[src/rtl/nfca_pkg.sv]
// types and constants of the next-fit contiguous page allocator
`timescale 1ns / 1ps

package nfca_pkg;

   localparam int PAGES       = 1024;
   localparam int PAGE_IDX_W  = $clog2(PAGES);
   localparam int COUNT_W     = $clog2(PAGES) + 1;
   localparam int PAGE_SHIFT  = 12;
   localparam int ADDR_W      = 22;
   localparam int REQ_DATA_W  = ((COUNT_W + 7) / 8) * 8;
   localparam int RSP_DATA_W  = ((ADDR_W + 7) / 8) * 8;

   typedef logic [PAGE_IDX_W-1:0] page_idx_type;
   typedef logic [COUNT_W-1:0]    count_type;

   localparam page_idx_type LAST_PAGE = page_idx_type'(PAGES - 1);
   localparam count_type    PAGE_COUNT = count_type'(PAGES);

   // access to the used map from the sequencer
   typedef struct packed {
      logic         rd_en;
      page_idx_type rd_addr;
      logic         wr_en;
      page_idx_type wr_addr;
   } map_req_type;

   // map status back to the sequencer
   typedef struct packed {
      logic ready;
      logic rd_data;
   } map_rsp_type;

endpackage

[src/rtl/next_fit_contiguous_page_allocator_top.sv]
// Next-fit contiguous page allocator, top level
//
// A request item on the req_ channel carries a page count. The block scans
// its used map from the next-fit pointer for that many consecutive free
// pages, never letting a run cross from the last page to page 0. One
// response item on the rsp_ channel follows every request: tuser says
// whether a run was found, tdata holds the byte address of its first page
// (0 when nothing was found). A count of 0 or above the page total fails
// at once without touching the map.
// The map is read one page a cycle (one memory read port), then a found
// run is marked one page a cycle (one write port). One request is worked
// on at a time; the next one is taken as soon as the previous response
// sits in the output register.
// Reset: the pointer returns to page 0 and a clearing pass writes the map
// (page 0 used, all others free); req_tready stays low until it ends. A
// stalled response holds its item and blocks completion of the following
// request until rsp_tready takes it.
`timescale 1ns / 1ps

module next_fit_contiguous_page_allocator_top (
   input  logic                            clock,
   input  logic                            reset,
   input  logic                            req_tvalid,
   output logic                            req_tready,
   // page_count [10:0], zero fill above
   input  logic [nfca_pkg::REQ_DATA_W-1:0] req_tdata,
   output logic                            rsp_tvalid,
   input  logic                            rsp_tready,
   // start_address [21:0], zero fill above
   output logic [nfca_pkg::RSP_DATA_W-1:0] rsp_tdata,
   // found [0]
   output logic [0:0]                      rsp_tuser
);

   localparam logic [1:0] ST_IDLE = 2'd0;
   localparam logic [1:0] ST_SCAN = 2'd1;
   localparam logic [1:0] ST_MARK = 2'd2;
   localparam logic [1:0] ST_DONE = 2'd3;
   localparam int FULL_W = nfca_pkg::PAGE_IDX_W + nfca_pkg::PAGE_SHIFT;

   nfca_pkg::map_req_type  map_req;
   nfca_pkg::map_rsp_type  map_rsp;

   logic [1:0]             state_ff,      state_in;
   nfca_pkg::count_type    want_ff,       want_in;
   nfca_pkg::page_idx_type iss_ff,        iss_in;
   logic                   look_valid_ff, look_valid_in;
   nfca_pkg::page_idx_type look_pos_ff,   look_pos_in;
   nfca_pkg::count_type    run_ff,        run_in;
   nfca_pkg::page_idx_type first_ff,      first_in;
   nfca_pkg::count_type    checked_ff,    checked_in;
   nfca_pkg::page_idx_type ptr_ff,        ptr_in;
   nfca_pkg::page_idx_type mark_addr_ff,  mark_addr_in;
   nfca_pkg::count_type    mark_left_ff,  mark_left_in;
   logic                   found_ff,      found_in;
   logic                   rsp_valid_ff,  rsp_valid_in;
   logic                   rsp_found_ff,  rsp_found_in;
   logic [nfca_pkg::ADDR_W-1:0] rsp_addr_ff, rsp_addr_in;

   nfca_pkg::count_type    req_count;
   nfca_pkg::count_type    eff_run;
   nfca_pkg::count_type    run_plus;
   nfca_pkg::count_type    checked_plus;
   nfca_pkg::page_idx_type step_first;
   logic                   page_free;
   logic                   hit;
   logic                   exhausted;
   logic                   req_fire;
   logic [FULL_W-1:0]      full_addr;

   nfca_used_map u_used_map (
      .clock   (clock),
      .reset   (reset),
      .map_req (map_req),
      .map_rsp (map_rsp)
   );

   assign req_count  = req_tdata[nfca_pkg::COUNT_W-1:0];
   assign req_tready = (state_ff == ST_IDLE) && map_rsp.ready;
   assign req_fire   = req_tvalid && req_tready;

   // one scan step on the page whose mark has just come back
   always_comb begin
      eff_run      = (look_pos_ff == '0) ? '0 : run_ff;
      run_plus     = eff_run + 1'b1;
      step_first   = (eff_run == '0) ? look_pos_ff : first_ff;
      page_free    = ~map_rsp.rd_data;
      checked_plus = checked_ff + 1'b1;
      hit          = look_valid_ff && page_free && (run_plus == want_ff);
      exhausted    = look_valid_ff && !hit && (checked_plus == nfca_pkg::PAGE_COUNT);
   end

   assign full_addr = {first_ff, {nfca_pkg::PAGE_SHIFT{1'b0}}};

   // request sequencer
   always_comb begin
      state_in      = state_ff;
      want_in       = want_ff;
      iss_in        = iss_ff;
      look_valid_in = 1'b0;
      look_pos_in   = look_pos_ff;
      run_in        = run_ff;
      first_in      = first_ff;
      checked_in    = checked_ff;
      ptr_in        = ptr_ff;
      mark_addr_in  = mark_addr_ff;
      mark_left_in  = mark_left_ff;
      found_in      = found_ff;
      rsp_valid_in  = rsp_valid_ff && !rsp_tready;
      rsp_found_in  = rsp_found_ff;
      rsp_addr_in   = rsp_addr_ff;
      map_req       = '0;
      case (state_ff)
         ST_IDLE: begin
            if (req_fire) begin
               want_in    = req_count;
               iss_in     = ptr_ff;
               run_in     = '0;
               checked_in = '0;
               found_in   = 1'b0;
               if (req_count == '0 || req_count > nfca_pkg::PAGE_COUNT) begin
                  state_in = ST_DONE;
               end else begin
                  state_in = ST_SCAN;
               end
            end
         end
         ST_SCAN: begin
            // issue the next page while the previous one is judged
            map_req.rd_en   = 1'b1;
            map_req.rd_addr = iss_ff;
            iss_in          = (iss_ff == nfca_pkg::LAST_PAGE) ? '0 : iss_ff + 1'b1;
            look_valid_in   = 1'b1;
            look_pos_in     = iss_ff;
            if (look_valid_ff) begin
               checked_in = checked_plus;
               first_in   = step_first;
               run_in     = page_free ? run_plus : '0;
               if (hit) begin
                  found_in      = 1'b1;
                  mark_addr_in  = step_first;
                  mark_left_in  = want_ff;
                  ptr_in        = (look_pos_ff == nfca_pkg::LAST_PAGE) ? '0
                                                                    : look_pos_ff + 1'b1;
                  look_valid_in = 1'b0;
                  state_in      = ST_MARK;
               end else if (exhausted) begin
                  look_valid_in = 1'b0;
                  state_in      = ST_DONE;
               end
            end
         end
         ST_MARK: begin
            map_req.wr_en   = 1'b1;
            map_req.wr_addr = mark_addr_ff;
            mark_addr_in    = mark_addr_ff + 1'b1;
            mark_left_in    = mark_left_ff - 1'b1;
            if (mark_left_ff == nfca_pkg::count_type'(1)) begin
               state_in = ST_DONE;
            end
         end
         ST_DONE: begin
            // load the output register once it is free
            if (!rsp_valid_ff || rsp_tready) begin
               rsp_valid_in = 1'b1;
               rsp_found_in = found_ff;
               rsp_addr_in  = found_ff ? nfca_pkg::ADDR_W'(full_addr) : '0;
               state_in     = ST_IDLE;
            end
         end
         default: begin
            state_in = ST_IDLE;
         end
      endcase
   end

   // control state
   always_ff @(posedge clock) begin
      if (reset) begin
         state_ff      <= ST_IDLE;
         ptr_ff        <= '0;
         look_valid_ff <= 1'b0;
         rsp_valid_ff  <= 1'b0;
      end else begin
         state_ff      <= state_in;
         ptr_ff        <= ptr_in;
         look_valid_ff <= look_valid_in;
         rsp_valid_ff  <= rsp_valid_in;
      end
   end

   // working and payload registers
   always_ff @(posedge clock) begin
      want_ff      <= want_in;
      iss_ff       <= iss_in;
      look_pos_ff  <= look_pos_in;
      run_ff       <= run_in;
      first_ff     <= first_in;
      checked_ff   <= checked_in;
      mark_addr_ff <= mark_addr_in;
      mark_left_ff <= mark_left_in;
      found_ff     <= found_in;
      rsp_found_ff <= rsp_found_in;
      rsp_addr_ff  <= rsp_addr_in;
   end

   assign rsp_tvalid = rsp_valid_ff;
   assign rsp_tdata  = {{(nfca_pkg::RSP_DATA_W - nfca_pkg::ADDR_W){1'b0}}, rsp_addr_ff};
   assign rsp_tuser  = rsp_found_ff;

endmodule

[src/rtl/nfca_used_map.sv]
// one-bit-per-page used map with its clearing pass after reset
`timescale 1ns / 1ps

module nfca_used_map (
   input  logic                 clock,
   input  logic                 reset,
   input  nfca_pkg::map_req_type map_req,
   output nfca_pkg::map_rsp_type map_rsp
);

   logic                   mem [nfca_pkg::PAGES];
   logic                   clr_busy_ff;
   logic                   clr_busy_in;
   nfca_pkg::page_idx_type clr_addr_ff;
   nfca_pkg::page_idx_type clr_addr_in;
   logic                   rd_data_ff;

   // clearing sweep, page 0 comes out used
   always_comb begin
      clr_busy_in = clr_busy_ff;
      clr_addr_in = clr_addr_ff;
      if (clr_busy_ff) begin
         clr_addr_in = clr_addr_ff + 1'b1;
         if (clr_addr_ff == nfca_pkg::LAST_PAGE) begin
            clr_busy_in = 1'b0;
         end
      end
   end

   always_ff @(posedge clock) begin
      if (reset) begin
         clr_busy_ff <= 1'b1;
         clr_addr_ff <= '0;
      end else begin
         clr_busy_ff <= clr_busy_in;
         clr_addr_ff <= clr_addr_in;
      end
   end

   // single write port: sweep first, then marks
   always_ff @(posedge clock) begin
      if (clr_busy_ff) begin
         mem[clr_addr_ff] <= (clr_addr_ff == '0);
      end else if (map_req.wr_en) begin
         mem[map_req.wr_addr] <= 1'b1;
      end
   end

   // registered read port
   always_ff @(posedge clock) begin
      if (map_req.rd_en) begin
         rd_data_ff <= mem[map_req.rd_addr];
      end
   end

   assign map_rsp.ready   = ~clr_busy_ff;
   assign map_rsp.rd_data = rd_data_ff;

endmodule

[config.mk]
export PLATFORM = sky130hd
export DESIGN_NAME = next_fit_contiguous_page_allocator_top
export DESIGN_NICKNAME = d
export VERILOG_FILES = /design/src/rtl/nfca_pkg.sv /design/src/rtl/next_fit_contiguous_page_allocator_top.sv /design/src/rtl/nfca_used_map.sv
export SDC_FILE = /design/constraint.sdc
export NUM_CORES = 2
export LEC_CHECK = 0
export ABC_AREA = 1
export BUFFER_PORTS_ARGS = -buffer_cell sky130_fd_sc_hd__buf_2
export CAP_MARGIN = 40
export CORE_MARGIN = 2
export CORE_UTILIZATION = 55
export CTS_CLUSTER_DIAMETER = 200
export CTS_CLUSTER_SIZE = 12
export DETAILED_ROUTE_END_ITERATION = 12
export PLACE_DENSITY = 0.74
export SLEW_MARGIN = 10
export SYNTH_ARGS = -nofsm -noshare
export SYNTH_HDL_FRONTEND = slang
export SYNTH_SLANG_ARGS = --single-unit
[constraint.sdc]
create_clock -name clock -period 70.9 [get_ports clock]
set_input_delay 3.545 -clock clock [delete_from_list [all_inputs] [get_ports clock]]
set_output_delay 3.545 -clock clock [all_outputs]
set_load 0.03 [all_outputs]
Word level (Yosys, flattened, before mapping)
Memories as Yosys holds them, arrays and structs flattened. A register that Yosys moved wholly into a read port is not among the register bits.
Cells that the tools add are included.

word-level totals
  logic and storage cells = 122
  register bits after elaboration = 133
  output and inout port bits = 27
  memory bits (writable) = 1024
  memories kept = 1

operators by class
  bitwise gates (word level) = 3
  equality and inequality tests = 15
  multiplexer cells = 47
  reduce and logical (&&, ||, !) cells = 30
  $add $sub $neg = 7
  order comparisons = 1

memories
  name            depth  bits a word  read ports  clocked after memory_dff  write ports  RTL line             RTL
  u_used_map.mem  1024   1            1           1                         1            nfca_used_map.sv:11  logic mem [nfca_pkg::PAGES];

operator list
  operator                                             count
  2-to-1 mux 11 bit                                    9
  2-to-1 mux 10 bit                                    7
  one-hot mux 11 bit (2 select lines)                  3
  adder 10 x 1 -> 10 bit (second input constant)       4
  one-hot mux 10 bit (2 select lines)                  2
  == test 10 bit (second input constant)               3
  adder 11 x 1 -> 11 bit (second input constant)       2
  zero test 11 bit                                     2
  zero test 10 bit                                     2
  2-to-1 mux 1 bit                                     17
  2-to-1 mux 2 bit                                     7
  == test 11 x 1 -> 1 bit (second input constant)      1
  == test 11 bit                                       1
  == test 11 bit (second input constant)               1
  > comparator 11 bit (second input constant)          1
  subtractor 11 x 1 -> 11 bit (second input constant)  1
  inequality test 2 bit (second input constant)        5
  AND reduction 3 bit                                  3
  one-hot mux 2 bit (4 select lines)                   1
  AND reduction 2 bit                                  4
  logical AND 1 bit                                    7
  AND reduction 5 bit                                  1
  == test 2 bit (second input constant)                2
  AND reduction 4 bit                                  1
  10 further kinds                                     16

Logic depth before layout (Yosys ltp)
  depth in word-level cells = 12
  mapped depth = 23
  depth with buffers taken out = 21

Hierarchy
A second synthesis with hierarchy kept.

second synthesis, totals
  cells, all modules = 5470
  area total of the unflattened synthesis = 52864.5 µm²

modules (own cells, without submodules)
  module                                  cells each  times used  seq. area each (µm²)  area an instance (µm²)
  nfca_used_map                           4781        1           30999.7               46767.4
  next_fit_contiguous_page_allocator_top  689         1           3163.0                6097.1

Least setup slack after synthesis
Ideal clock, no wire load.

  path type = reg-to-reg
  from = register u_used_map.clr_addr_ff[0]
  to = memory u_used_map.mem[0], data pin
  cell stages (with the launch flop) = 5
  clock period less this slack = 68.118 ns
  data required time = 59.724 ns
  slack = 2.782 ns
  arrival = 56.942 ns
  path buffers = 0
  library setup time = 11.176 ns
  path through = dfxtp_1 -> inv_1 -> ha_1 -> nand3_1 -> o41ai_1

on the way
  cells in the longest elaborated chain, start to end = 2

RTL lines
  element                     RTL line             RTL
  start: declaration          nfca_used_map.sv:14  nfca_pkg::page_idx_type clr_addr_ff;
  start signal: assignment    nfca_used_map.sv:36  clr_addr_ff <= clr_addr_in;
  zero test 10 bit            nfca_used_map.sv:43  mem[clr_addr_ff] <= (clr_addr_ff == '0);
  2-to-1 mux 1 bit (no line)  n/a
  end: declaration            nfca_used_map.sv:11

Every way passes these cells.

Final worst setup path
  from = register state_ff[0]
  to = memory u_used_map.mem[609], data pin

on the way
  cells in the longest elaborated chain, start to end = 7

RTL lines
  element                                 RTL line                                       RTL
  start: declaration                      next_fit_contiguous_page_allocator_top.sv:44   logic [1:0] state_ff, state_in;
  start signal: assignment                next_fit_contiguous_page_allocator_top.sv:185  state_ff <= state_in;
  == test 2 bit                           next_fit_contiguous_page_allocator_top.sv:113  case (state_ff)
  2-to-1 mux 11 bit                       next_fit_contiguous_page_allocator_top.sv:113
  2-to-1 mux 1 bit                        nfca_used_map.sv:44                            end else if (map_req.wr_en) begin
  2-to-1 mux 1 bit                        nfca_used_map.sv:42                            if (clr_busy_ff) begin
  2-to-1 mux 1 bit (implied by the code)  nfca_used_map.sv:45                            mem[map_req.wr_addr] <= 1'b1;
  OR reduction 1 bit (no line)            n/a
  2-to-1 mux 1 bit (no line)              n/a

Every way passes these cells.

==> impl_metrics.py <==
metrics = {
    "run_status": {
        "status": "finished clean",
    },
    "setup_path": {
        "ff2ff_path_depth": 12,
        "critPathRequiredTime_ns": 71.38,
        "reg2reg_from": "state_ff[0]",
        "crit_family": "buffers and inverters",
        "cp_max_fo": 306,
        "start_kind": "flop",
        "crit_chain": "inv_1 -> ha_1 -> inv_2 -> nor2_2 -> inv_2 -> o41ai_2 -> buf_4 -> buf_16 -> buf_12 -> buf_4 -> buf_4 -> buf_12",
        "endpoint_kind": "flop",
        "critPathBufInv": 9,
        "crit_top_cell": "buf_4",
        "cp.depth": 12,
        "crit_arrival_ns": 5.92,
        "worst_path_largest_cell_delay_ns": 0.80,
        "crit_start": "state_ff[0]",
        "worst_path_max_delay_cell": "buf_4",
        "path_class": "flop to flop",
    },
    "placed_design": {
        "dpl.hpwl_um": 73770,
        "routabilityCongestion": 0.8580,
        "port_buffers": 27,
    },
    "route": {
        "wl_per_cell_um": 22.89,
        "drt-pass1-iter-count": 6,
        "via_count": 37970,
        "avgViaCountPerCell": 6.184,
        "route.detailed.drc": 0,
        "drt_iter0_markers": 5583,
        "routed_wl_um": 140500,
        "ant_nets": 0,
    },
    "cts": {
        "htreeDepth": 3,
        "clkSlewWorstSetupHoldPaths_ns": 0.06,
        "cts-root-buf": "clkbuf_16",
        "postCtsHoldBufs": 0,
        "cts_made_buffers": 105,
        "cts.sinks": 1146,
        "cts_tree": "done",
        "cts_setup_buffers": 0,
        "clk_path_buf_depth": 3,
        "clock_latency_ns": 0.71,
        "post_cts_resized": 0,
    },
    "sta": {
        "fin_crit_sh": 0.07668,
        "fmax_mhz": 183.9,
        "slew_viol_final": 0,
        "rsz0062_at_grt": "false",
        "report.final.setup_viol": 0,
        "fin_skew_ns": 0.03081,
        "setup-tns-final_ns": 0,
        "fin_crit_ns": 5.436,
        "relSlewSlack": 0.1266,
        "hold_viol": 0,
        "worst_slew_pin_slew_ns": 1.310,
    },
    "global_routing": {
        "grt_pass1_wl_um": 209200,
        "grt_max_degree": 307,
        "grt_pass1_vias": 35520,
        "antenna_found_initial": 0,
        "grt_usage": 0.2811,
        "grt_overflow": 0,
    },
    "cells_and_area": {
        "multi_input_area_um2": 16170,
        "nFillCells": 7465,
        "fin_nets": 4888,
        "utilization": 0.6021,
        "antenna_cells": 0,
        "area_delta_synth_final_pct": 8.664,
        "register_area_um2": 34160,
        "drive_gt1_frac": 0.1126,
    },
    "floorplan": {
        "dieArea_um2": 98070,
        "fp.dieH_um": 313.2,
        "num_rows": 113,
        "io_pins": 47,
        "initial_core_util": 0.5541,
        "core_region_area_um2": 94870,
        "dieWidth_um": 313.2,
    },
    "yosys": {
        "syn_area_um2": 52570,
        "async_flop_share": 0,
        "syn_avg_cell_area_um2": 10.46,
        "synth_seq_area_share": 0.6499,
        "postSynthCellCount": 5025,
        "synth_seq_cells": 1146,
        "synth_cell_types": 51,
        "synth_edf_count": 1121,
        "synth_flop_cell": "edfxtp_1",
        "synth_warnings": 0,
    },
    "flow_run": {
        "max-cap-violations": 0,
    },
    "pwr": {
        "p_leak_nw": 17.43,
        "p_total_mw": 1.306,
        "peakVddDrop_v": 0.00001742,
        "pwr_density_cell_nw_per_um2": 22.86,
    },
    "min_path": {
        "whs_path_depth": 1,
        "hold_start": "u_used_map.clr_addr_ff[6]",
        "hold_class": "flop to flop",
    },
}
==> metrics by stage <==
stage	cell area, um^2	cells	hold slack, ns	setup slack, ns
2_1_floorplan	52620	5038	0.4244	2.782
3_3_place_gp	53270	5958	0.4583	65.23
3_5_place_dp	54280	6009	0.4668	65.64
4_1_cts	57090	6138	0.4827	65.54
5_1_grt	57120	6139	0.5087	65.06
6_report	57120	6139	0.4857	65.46
==> cell usage after synthesis, drive strengths merged (4+ instances only) <==
library cell / count / area share
nand3: 317 / 0.031
nand3b: 5 / 0.00071
nand2: 230 / 0.017
buf: 81 / 0.0076
nor4: 5 / 0.00060
or2: 216 / 0.026
edfxtp: 1121 / 0.64
o21ai: 317 / 0.030
clkbuf: 360 / 0.026
a31oi: 4 / 0.00048
dfxtp: 25 / 0.0095
nor3: 32 / 0.0031
o311ai: 19 / 0.0032
nand4: 18 / 0.0027
nor2: 1554 / 0.11
xnor2: 7 / 0.0012
xor2: 17 / 0.0028
inv: 174 / 0.012
o211ai: 425 / 0.061
o31ai: 27 / 0.0039
o22ai: 4 / 0.00048
ha: 16 / 0.0038
a21oi: 35 / 0.0033
==> cells in the final DEF, fill, tap and decap left out, types with 5 or more instances in the layout <==
cell type	count
nand2_2	22
o211ai_1	425
xor2_1	17
ha_1	16
buf_8	24
dfxtp_1	25
or2_2	215
edfxtp_1	1121
o21ai_0	304
nand3b_1	5
conb_1	14
o21ai_1	11
buf_4	70
nand3_1	306
o31ai_1	27
nand3_2	11
clkbuf_16	107
nor2_1	1540
buf_16	20
xnor2_1	7
nor2_2	11
nand2_4	5
clkbuf_1	17
nand4_1	15
nor4_1	5
inv_2	8
nor3_1	31
buf_2	27
buf_12	7
a21oi_1	34
o311ai_0	19
nand2_1	203
inv_1	162
==> final cells by class <==
class / instances / share of cell area
Sequential cell: 1146 / 0.5981
Multi-Input combinational cell: 3275 / 0.2830
Clock buffer: 124 / 0.04799
Timing Repair Buffer: 148 / 0.02996
Tap cell: 1265 / 0.02771
Inverter: 176 / 0.01189
Clock inverter: 5 / 0.001358
==> report_power, final <==
part	leakage (nW)	internal [mW]	switching, mW	total, mW
combinational	5.86	0.00452	0.0325	0.0371
sequential	10.2	0.763	0.000145	0.763
clock	1.38	0.269	0.237	0.506
==> per-layer routing <==
metal	share of wire	vias to the layer above	track usage
met5	0	-	0
met4	0.042	0	0.1172
met3	0.10	347	0.05492
met2	0.48	2001	0.4681
met1	0.37	18500	0.3624
li1	-	17120	-
==> sequential cells by signal (all words and copies together), names as in the netlist, 11 cells and up <==
name / flops
want_ff: 11
run_ff: 11
checked_ff: 11
mark_left_ff: 11
u_used_map.mem: 1024
==> path summary, 6_finish.rpt <==
| check | slack (ns) | end |
|---|---|---|
| max | 65.46 | u_used_map.mem[609] |
| min reg2reg | 0.49 | u_used_map.clr_addr_ff[6] |
| min | 0.49 | u_used_map.clr_addr_ff[6] |
| max reg2reg | 65.46 | u_used_map.mem[609] |
==> cell families (layout without fill, tap and decap cells) <==
| logic type | Yosys count | after routing | synth area share |
|---|---|---|---|
| buf+inv | 617 | 453 | 0.04589 |
| xor+xnor | 24 | 24 | 0.003999 |
| simple gates | 2380 | 2380 | 0.1925 |
| mux | 1 | 1 | 0.0002142 |
| flops | 1146 | 1146 | 0.6499 |
| fa+ha+maj | 16 | 16 | 0.003808 |
| other cells | 1 | 14 | 0.00007134 |
| compound gates | 840 | 840 | 0.1037 |
(Power assumes the default switching activity.)
